## config.mk

```make
export PLATFORM = sky130hd
export DESIGN_NAME = vgpd_ram
export DESIGN_NICKNAME = d
export VERILOG_FILES = /design/src/rtl/core/voxel_grid_point_dedup_defines.svh /design/src/rtl/core/vgpd_ram.sv
export SDC_FILE = /design/constraint.sdc
export NUM_CORES = 1
export LEC_CHECK = 0
export ABC_AREA = 1
export BUFFER_PORTS_ARGS = -buffer_cell sky130_fd_sc_hd__buf_4
export CAP_MARGIN = 20
export CELL_PAD_IN_SITES_DETAIL_PLACEMENT = 1
export CELL_PAD_IN_SITES_GLOBAL_PLACEMENT = 1
export CORE_AREA = 2 2 112 114
export DETAILED_ROUTE_END_ITERATION = 12
export DIE_AREA = 0 0 114 116
export PLACE_DENSITY_LB_ADDON = 0.1
export SETUP_SLACK_MARGIN = 0.3
export SYNTH_ARGS = -nofsm -noshare
export SYNTH_HDL_FRONTEND = slang
export SYNTH_SLANG_ARGS = --single-unit
export TNS_END_PERCENT = 100
```

## constraint.sdc

```tcl
create_clock -name clock -period 1.4 [get_ports clock]
set_clock_uncertainty 0.15 [all_clocks]
set_input_delay 0.07 -clock clock [delete_from_list [all_inputs] [get_ports clock]]
set_output_delay 0.07 -clock clock [all_outputs]
set_load 0.05 [all_outputs]
```

## src/rtl/core/voxel_grid_point_dedup_defines.svh

```systemverilog
// ----------------------------------------------------------------------------
// Voxel grid point dedup: assertion macros
// Shared concurrent assertion shorthands, clocked on the rising edge.
// ----------------------------------------------------------------------------
`ifndef VOXEL_GRID_POINT_DEDUP_DEFINES_SVH
`define VOXEL_GRID_POINT_DEDUP_DEFINES_SVH

// same-cycle implication
`define VGPD_ASSERT_IMP(lbl, clk, rst, ante, cons, msg) \
   lbl: assert property (@(posedge clk) disable iff (rst) (ante) |-> (cons)) \
      else $error(msg);

// next-cycle implication
`define VGPD_ASSERT_NXT(lbl, clk, rst, ante, cons, msg) \
   lbl: assert property (@(posedge clk) disable iff (rst) (ante) |=> (cons)) \
      else $error(msg);

`endif

```

## src/rtl/core/vgpd_ram.sv

```systemverilog
// ----------------------------------------------------------------------------
// Voxel grid point dedup: generic RAM
// One write port, one read port, read data registered.
// ----------------------------------------------------------------------------
module vgpd_ram #(
   parameter int WIDTH = 8,
   parameter int DEPTH = 16
) (
   input  logic                     clock,
   input  logic                     wr_en,
   input  logic [$clog2(DEPTH)-1:0] wr_addr,
   input  logic [WIDTH-1:0]         wr_data,
   input  logic [$clog2(DEPTH)-1:0] rd_addr,
   output logic [WIDTH-1:0]         rd_data
);

   logic [WIDTH-1:0] mem [DEPTH];
   logic [WIDTH-1:0] rd_data_ff;

   always_ff @(posedge clock) begin
      if (wr_en) begin
         mem[wr_addr] <= wr_data;
      end
      rd_data_ff <= mem[rd_addr];
   end

   assign rd_data = rd_data_ff;

endmodule

```

==> metrics.md <==
| Metric | Value |
|---|---|
| Status | `finished, final reports clean` |
| Root Buffer | `clkbuf_16` |
| Area of the die | `0.0132 mm²` |
| Crit path cell chain | `buf_8` |
| Synthesized net count | `around 570` |
| Buf/Inv on CP | `1` |
| Fin. Hold Viols | `0` |
| Syn_area_per_cell | `around 10 µm²` |
| GR Layer Usage met1 | `32.7%` |
| Overall power | `slightly above 9 mW` |
| Top cell type's share of synthesized area | `66.7%` |
| Layout cells sized above 1 | `24.9%` |
| Max VDD drop | `1.20 mV` |
| Port Buffer Count | `25` |
| Total global-route track usage | `25.4%` |
| CTS Buf Count | `17` |
| Top cells by area, synth | `edfxtp_1, nand2_1, nand3_1` |
| Pin count of the biggest net entering global routing | `37` |
| Longest Clk Path Bufs | `2` |
| CP required | `1180 ps` |
| Row count | `40` |
| CP max stage delay | `350 ps` |
| Mapped Cells | `551` |
| Fin crit share | `81.7%` |
| CP delay by family, top | `flip-flops` |
| Total of max-cap violations | `0` |
| Post-CTS setup buffer count | `0` |
| Worst Hold Slack | `roughly 70 ps` |
| Post-synthesis sequential area ratio | `69.4%` |
| Top_reg_cell synth | `edfxtp_1` |
| Slew HR | `66.1%` |
| Max Slew Vio Count | `0` |
| Wire per inst | `roughly 20 µm` |
| Final Worst Setup Slack | `256 ps` |
| Synth cell count leaders | `nand2_1, edfxtp_1, inv_1, nand3_1, nor2_1` |
| Mapped Area | `0.00577 mm²` |
| Initial drt markers | `191` |
| First-pass GRT wire length | `23800 µm` |
| Clock slew at reported path FFs | `50 ps` |
| Number of diodes | `0` |
| Crit path kind | `reg -> out` |
| Area leader, netlist | `edfxtp_1` |
| Critical Path End Type | `primary output` |
| Detailed-router iteration count before antenna repair | `4` |
| Fin nets | `624` |
| Synth cell types | `12` |
| Cell area after layout | `0.00723 mm²` |
| Vias | `just under 4000` |
| Top Usage Layer GRT | `met2` |
| Pre-CTS setup slack | `2.72 ps` |
| GR Overflow Total | `0` |
| DRT antenna net count | `0` |
| Max frequency | `874 MHz` |
| GRT met2 Usage | `43.1%` |
| Vias per cell | `5.14` |
| Clk sink count | `136` |
| Dpl hpwl | `9490 µm` |
| Final min period | `between 1000 and 1500 ps` |
| CP Max Fanout | `1` |
| H-tree depth | `4` |
| P&R area growth vs syn | `25.5%` |
| Core area | `around 0.012 mm²` |
| Arr. time, crit path | `920 ps` |
| EDFF count, synth | `128` |
| Routability congestion estimate | `0.842` |
| Initial antenna violation count | `0` |
| DRC viols | `0` |
| Initial Util | `48.4%` |
| Hold crit path type | `in -> reg` |
| Seq cells post-synth | `136` |
| Cell with the most instances after synthesis | `nand2_1` |
| Number of top-level pins | `26` |
| Least-Margin Pin Slew | `508 ps` |
| Clock Latency Late Sink | `420 ps` |
| Die W | `114 µm` |
| Met3 Use GR | `4.60%` |
| CTS tree | `yes` |
| Die Span Y | `116 µm` |
| Final setup TNS | `0 ps` |
| Post-synth ARST share | `0%` |
| RSZ-0062 raised after global routing | `yes` |
| Post-DP Area | `0.00624 mm²` |
| Endpoints failing setup | `0` |
| Slowest-stage cell, CP | `dfxtp_2` |
| CP Launch Type | `flop` |
| Pwr per Cell Area | `1280 mW/mm²` |
| Ys Warns | `0` |
| Lkg Pwr | `3.10 nW` |
| Number of global-route vias before repair | `~4200` |
| Final WL | `15400 µm` |
## power breakdown
| group | internal [mW] | switching (mW) |
|---|---|---|
| combinational | 0.301 | 0.570 |
| sequential | 4.56 | 0.0400 |
| clock | 2.31 | 1.50 |
## per-layer routing
| layer | part of all wire (%) | wire length [µm] | vias to the layer above |
|---|---|---|---|
| met2 | 50 | 7730 | 88 |
| li1 | - | - | 1883 |
| met3 | 4.6 | 700 | 18 |
| met1 | 43 | 6610 | 1952 |
| met5 | 0 | 0 | - |
| met4 | 2.1 | 318 | 0 |
## path summary, 6_finish.rpt
check | from | depth (start not counted) | slack [ps] | endpoint
worst min register to register | mem[12][5]$_DFFE_PP_ | 6 | 550 | rd_data[5]$_DFF_P_
worst min-delay path | rd_addr[3] | 4 | 70 | rd_data[5]$_DFF_P_
worst max-delay path | rd_data[3]$_DFF_P_ | 1 | 260 | rd_data[3]
worst max register to register | mem[3][7]$_DFFE_PP_ | 6 | 260 | rd_data[7]$_DFF_P_
## stage by stage
step,std cells,utilization [%]
final,766,60.7
after floorplan,551,-
after global routing,766,60.7
after global placement,725,52.4
after detailed placement,725,52.4
after CTS,766,59.2
## cells by family (layout without fill, tap and decap cells)
group	Yosys count	after routing	share of synthesized area, %
buffers and inverters	126	194	9.52
flip-flops	136	136	69.4
AND/OR/NAND/NOR	289	289	21.0
## layout by cell type (no fill, tap or decap), drive strengths merged
master and n:
dlygate4sd3 9, nand3 97, edfxtp 128, dfxtp 8, nand3b 2, clkbuf 32
nor2 17, buf 51, inv 102, nand2 173
## state kept, by name (all words and copies together), names as in the netlist
signal,count
mem,128
rd_data,8
## final cells by class
type,instances,area [µm²]
fill,1238,4680
inverter,102,383
timing repair buffer,60,596
multi-input combinational,289,1570
sequential,136,4010
clock buffer,32,492
tap,147,184
## repair_timing
action                                  in CTS  in global routing
endpoints found under the setup margin      15                 16
hold endpoints to repair                   136                  0
hold buffers                                 9                  0
pin swaps                                   16                 23
gates cloned                                 0                  0
resized for setup                           55                 43
Power figures use the tool's default switching activity.
