===== config.mk =====
export PLATFORM = sky130hd
export DESIGN_NAME = vgpd_hash
export DESIGN_NICKNAME = d
export VERILOG_FILES = /design/src/rtl/core/voxel_grid_point_dedup_defines.svh /design/src/rtl/core/vgpd_pkg.sv /design/src/rtl/core/vgpd_hash.sv
export SDC_FILE = /design/constraint.sdc
export NUM_CORES = 1
export LEC_CHECK = 0
export CAP_MARGIN = 15
export CORE_ASPECT_RATIO = 1.2
export CORE_MARGIN = 2
export CORE_UTILIZATION = 44
export DETAILED_ROUTE_END_ITERATION = 10
export DONT_BUFFER_PORTS = 1
export PLACE_DENSITY = 0.59
export SYNTH_ARGS = -nofsm -noshare
export SYNTH_HDL_FRONTEND = slang
export SYNTH_SLANG_ARGS = --single-unit

===== constraint.sdc =====
create_clock -name clock -period 15.1 [get_ports clock]
set_input_delay 0.755 -clock clock [delete_from_list [all_inputs] [get_ports clock]]
set_output_delay 0.755 -clock clock [all_outputs]
set_load 0.05 [all_outputs]

===== src/rtl/core/voxel_grid_point_dedup_defines.svh =====
// ----------------------------------------------------------------------------
// Voxel grid point dedup: assertion macros
// Shared concurrent assertion shorthands, clocked on the rising edge.
// ----------------------------------------------------------------------------
`ifndef VOXEL_GRID_POINT_DEDUP_DEFINES_SVH
`define VOXEL_GRID_POINT_DEDUP_DEFINES_SVH

// same-cycle implication
`define VGPD_ASSERT_IMP(lbl, clk, rst, ante, cons, msg) \
   lbl: assert property (@(posedge clk) disable iff (rst) (ante) |-> (cons)) \
      else $error(msg);

// next-cycle implication
`define VGPD_ASSERT_NXT(lbl, clk, rst, ante, cons, msg) \
   lbl: assert property (@(posedge clk) disable iff (rst) (ante) |=> (cons)) \
      else $error(msg);

`endif


===== src/rtl/core/vgpd_pkg.sv =====
// ----------------------------------------------------------------------------
// Voxel grid point dedup: package
// Field widths, status codes, slot layout and the hash mixing step.
// ----------------------------------------------------------------------------
package vgpd_pkg;

   localparam int TABLE_DEPTH_DEF = 4096;
   localparam int PROBE_LIMIT_DEF = 16;
   localparam int FRAC_BITS_DEF   = 16;

   localparam int COORD_W  = 32;
   localparam int KEY_W    = 32;
   localparam int SCALE_W  = 32;
   localparam int USED_W   = 13;
   localparam int STATUS_W = 2;
   localparam int HASH_W   = 64;

   localparam logic [SCALE_W-1:0] SCALE_RESET = 32'd1310720;

   localparam logic [HASH_W-1:0] HASH_GOLDEN = 64'h0000_0000_9e37_79b9;
   localparam int HASH_LSHIFT = 6;
   localparam int HASH_RSHIFT = 2;

   localparam logic [STATUS_W-1:0] ST_DUP     = 2'd0;
   localparam logic [STATUS_W-1:0] ST_NEW     = 2'd1;
   localparam logic [STATUS_W-1:0] ST_INVALID = 2'd2;
   localparam logic [STATUS_W-1:0] ST_FULL    = 2'd3;

   typedef struct packed {
      logic signed [KEY_W-1:0] x;
      logic signed [KEY_W-1:0] y;
      logic signed [KEY_W-1:0] z;
   } key_type;

   typedef struct packed {
      logic    valid;
      key_type key;
   } slot_type;

   // h ^ (sext(k) + golden + (h << 6) + (h >> 2)), modulo 2^64
   function automatic logic [HASH_W-1:0] hash_mix(input logic [HASH_W-1:0] h,
                                                  input logic [KEY_W-1:0] k);
      logic [HASH_W-1:0] kw;
      kw = {{(HASH_W-KEY_W){k[KEY_W-1]}}, k};
      return h ^ (kw + HASH_GOLDEN + (h << HASH_LSHIFT) + (h >> HASH_RSHIFT));
   endfunction

endpackage


===== src/rtl/core/vgpd_hash.sv =====
// ----------------------------------------------------------------------------
// Voxel grid point dedup: hash unit
// Two mixing steps over the voxel indices, then reduction to a start slot.
// A depth that is not a power of two takes a serial remainder, 8 bits a cycle.
// ----------------------------------------------------------------------------
module vgpd_hash #(
   parameter int TABLE_DEPTH = vgpd_pkg::TABLE_DEPTH_DEF
) (
   input  logic                           clock,
   input  logic                           reset,
   input  logic                           start,
   input  vgpd_pkg::key_type              keys,
   output logic                           done,
   output logic [$clog2(TABLE_DEPTH)-1:0] slot
);

   localparam int AW      = $clog2(TABLE_DEPTH);
   localparam int HW      = vgpd_pkg::HASH_W;
   localparam bit IS_POW2 = (TABLE_DEPTH & (TABLE_DEPTH - 1)) == 0;

   logic          mix2_ff;
   logic          done_ff;
   logic [HW-1:0] h_ff;
   logic [HW-1:0] h_in;

   always_comb begin
      if (start) begin
         h_in = vgpd_pkg::hash_mix({{(HW-vgpd_pkg::KEY_W){keys.x[vgpd_pkg::KEY_W-1]}}, keys.x},
                                   keys.y);
      end else begin
         h_in = vgpd_pkg::hash_mix(h_ff, keys.z);
      end
   end

   always_ff @(posedge clock) begin
      if (reset) begin
         mix2_ff <= 1'b0;
      end else begin
         mix2_ff <= start;
      end
   end

   always_ff @(posedge clock) begin
      if (start || mix2_ff) begin
         h_ff <= h_in;
      end
   end

   generate
      if (IS_POW2) begin : g_mask
         always_ff @(posedge clock) begin
            if (reset) begin
               done_ff <= 1'b0;
            end else begin
               done_ff <= mix2_ff;
            end
         end
         assign slot = h_ff[AW-1:0];
      end else begin : g_serial
         localparam int RW        = AW + 1;
         localparam int RED_BITS  = 8;
         localparam int RED_STEPS = HW / RED_BITS;
         localparam int CNT_W     = $clog2(RED_STEPS);

         logic [HW-1:0]    red_ff;
         logic [RW-1:0]    rem_ff;
         logic [RW-1:0]    rem_in;
         logic [CNT_W-1:0] chunk_ff;
         logic             busy_ff;

         // restoring remainder, MSB first, remainder stays below the depth
         always_comb begin
            rem_in = rem_ff;
            for (int j = 0; j < RED_BITS; j++) begin
               rem_in = {rem_in[RW-2:0], red_ff[HW-1-j]};
               if (rem_in >= RW'(TABLE_DEPTH)) begin
                  rem_in = rem_in - RW'(TABLE_DEPTH);
               end
            end
         end

         always_ff @(posedge clock) begin
            if (reset) begin
               busy_ff  <= 1'b0;
               done_ff  <= 1'b0;
               chunk_ff <= '0;
            end else begin
               done_ff <= 1'b0;
               if (mix2_ff) begin
                  busy_ff  <= 1'b1;
                  chunk_ff <= '0;
               end else if (busy_ff) begin
                  chunk_ff <= chunk_ff + 1'b1;
                  if (chunk_ff == CNT_W'(RED_STEPS - 1)) begin
                     busy_ff <= 1'b0;
                     done_ff <= 1'b1;
                  end
               end
            end
         end

         always_ff @(posedge clock) begin
            if (mix2_ff) begin
               red_ff <= h_in;
               rem_ff <= '0;
            end else if (busy_ff) begin
               red_ff <= red_ff << RED_BITS;
               rem_ff <= rem_in;
            end
         end

         assign slot = rem_ff[AW-1:0];
      end
   endgenerate

   assign done = done_ff;

endmodule

==> results by group <==
Logic synthesis
  • Synth Cell Area: 12700 um^2
  • Yosys reg bits: 66
  • Post-Syn Nets: 1777
  • Synth Warn #: 0
  • Ys flop type: edfxtp_1
  • Top cell type's share of synthesized area: 18.1%
  • Syn_area_per_cell: 8.82 um^2
  • Sequential area share after synthesis: 15.5%
  • Post-synth ARST share: 0%
  • Commonest cells in the netlist: ha_1 (183), xnor2_1 (158), a21oi_1 (128)
  • Post-synth EDFFs: 64
  • Top cells by area, synth: ha_1 (18%), edfxtp_1 (15%), xnor2_1 (11%), fa_1 (9.5%), a21oi_1 (5.1%)
  • Most frequent cell after synthesis: ha_1
  • Synth Instances: 1435
  • Cell taking the most area after synthesis: ha_1
  • Yosys cell types: 94

Route
  • ANT nets after route: 0
  • DRC viols: 0
  • Initial DRC Count: 685
  • Via count: 10000
  • Drt pass-1 iters: 5
  • Wire per inst: 18.3 um
  • Routed Wire Length: 32.6 mm
  • Via density per instance: 5.64

STA
  • Final Setup Violations: 0
  • Slew headroom: 41.0%
  • Fmax: 175 MHz
  • Fin. max-slew vios: 0
  • Endpoints failing hold: 0
  • Post-route minimum period: 5730 ps
  • Slew @ Worst Pin: 885 ps
  • RSZ-0062 raised after global routing: no
  • Final Skew: 13.4 ps
  • Fin Setup TNS: 0 ps
  • Tcrit/Tclk final: 37.9%

Final layout
  • FF/Latch Area: 1960 um^2
  • ANT cells: 0
  • Layout cells sized above 1: 5.67%
  • Synth-to-Final Area Change: 3.59%
  • # nets final: 1731
  • Fillers: 2816
  • Area of the multi-input gates: 9990 um^2

Clock network
  • Post-CTS Setup Bufs: 0
  • Root Driver: clkbuf_16
  • Clock slew at reported path FFs: 70 ps
  • CTS Buf Count: 9
  • Clock sinks: 66
  • CTS Buffer Depth: 2
  • Post-CTS resize count: 0
  • CTS tree: yes
  • Post-CTS Hold Buffers: 0
  • Worst-skew pair later-pin latency: 350 ps
  • Number of H-tree levels: 3

Place
  • Port bufs: 0
  • RD Place Congestion: 0.895
  • DP HPWL: 27.1 mm

Global route
  • GR Util All Layers: 21.9%
  • Grt total ovfl: 0
  • Pin count of the biggest net entering global routing: 117
  • Vias in the first global route: 9983
  • Initial antenna violation count: 0
  • First-pass GRT wire length: 53.4 mm

Floorplan
  • Boundary Pins: 112
  • Die Span Y: 190 um
  • CORE AREA: 28500 um^2
  • Die Wd: 159 um
  • Starting Density: 44.4%
  • # rows: 68
  • Die area: 30100 um^2

Hold path
  • Worst hold-check path type: input pin to register

Setup path
  • Crit end category: register
  • CP peak stage delay: 460 ps
  • CP max-delay cell: fa_1
  • Crit start category: input pin
  • Critical-path cell list: or3_4 > o21ai_1 > a21oi_1 > o21ai_0 > a21boi_1 > nor3_1 > nor2_1 > nor2_1 > nor2_1 > xnor2_1 > fa_1 > ha_1 > a21oi_1 > o21ai_0 > a221oi_2 > a221oi_2 > a211o_1 > a211o_2 > a21oi_2 > or4_4 > nand4_2
  • CP required: 15170 ps
  • CP max FO: 7
  • Crit path top cell by count: nor2_1
  • Worst EP arrival: 5800 ps
  • WS Path Type: input pin to register

Flow run
  • Max cap viols: 0

Outcome
  • Status: finished clean
## flip-flops by register name (all words and copies together) (netlist names)
name / flops
h_ff: 64
done: 1
mix2_ff: 1
## layer usage
metal	track usage (%)	up-vias	routed length, um
met3	2.88	28	1670
li1	-	5036	-
met4	4.59	0	412
met2	34.5	253	14200
met1	32.1	4717	16300
met5	0	-	0
## worst paths after layout
kind / start / endpoint / slack, ps / depth (start not counted)
worst max register to register: h_ff[8] / h_ff[43] / 10850 / 11
worst min register to register: mix2_ff / done / 470 / 1
worst min-delay path: reset / mix2_ff / 470 / 1
worst max-delay path: keys[5] / h_ff[60] / 9370 / 21
## critical path: cells and delay by family
kind                     cells  cell delay, ps
AND/OR/NAND/NOR              7            1300
adder cells (fa/ha/maj)      2             860
AO/OA/AOI/OAI               11            2680
XOR/XNOR                     1             210
## cell families (layout without fill, tap and decap cells)
kind of cell / Yosys count / in the layout / share of synthesized area, %
AOI/OAI and AO/OA: 421 / 421 / 22.9
and+or+nand+nor: 311 / 311 / 12.4
adders and majority gates: 243 / 243 / 27.6
xor gates and xnor gates: 223 / 223 / 15.4
buffers and inverters: 162 / 121 / 5.50
DFF: 66 / 66 / 15.5
muxes: 9 / 9 / 0.722
## cells in the final DEF, fill, tap and decap left out, types with 8 or more instances in the layout
cell	n
edfxtp_1	64
nor3_1	18
o21ai_0	62
a21oi_1	128
ha_1	183
fa_1	60
mux2i_1	8
and3_1	17
a211oi_1	8
inv_1	104
o21a_1	10
nor2b_1	14
nand2b_1	8
o21bai_1	16
nand2_1	94
a21o_1	61
a21oi_2	11
xor2_1	65
clkbuf_16	9
nand4_1	17
nand3_1	20
xnor2_1	158
nor2_1	73
a31oi_1	21
and2_1	12
o21ai_1	26
## final cells by class
class / instances / area share [%]
repair buffers: 1 / 0.0573
multi-input cells: 1207 / 76.3
clock inverters: 7 / 0.344
flip-flops and latches: 66 / 15.0
inverters: 104 / 2.98
clock buffers: 9 / 1.72
well taps: 385 / 3.68
## metrics by stage
stage / setup WS (ps) / hold slack [ps] / cells / util (%) / cell area (um^2)
floorplan: 9600 / 429 / 1435 / - / 12700
global placement: 9180 / 451 / 1763 / 45.0 / 12800
detailed placement: 9020 / 456 / 1763 / 45.0 / 12800
CTS: 9380 / 456 / 1779 / 46.0 / 13100
global route: 8920 / 452 / 1779 / 46.0 / 13100
finish: 9370 / 465 / 1779 / 46.0 / 13100
Power is not shown: default switching activity piles up to over one toggle a cycle in this logic, so the estimate is an artifact.
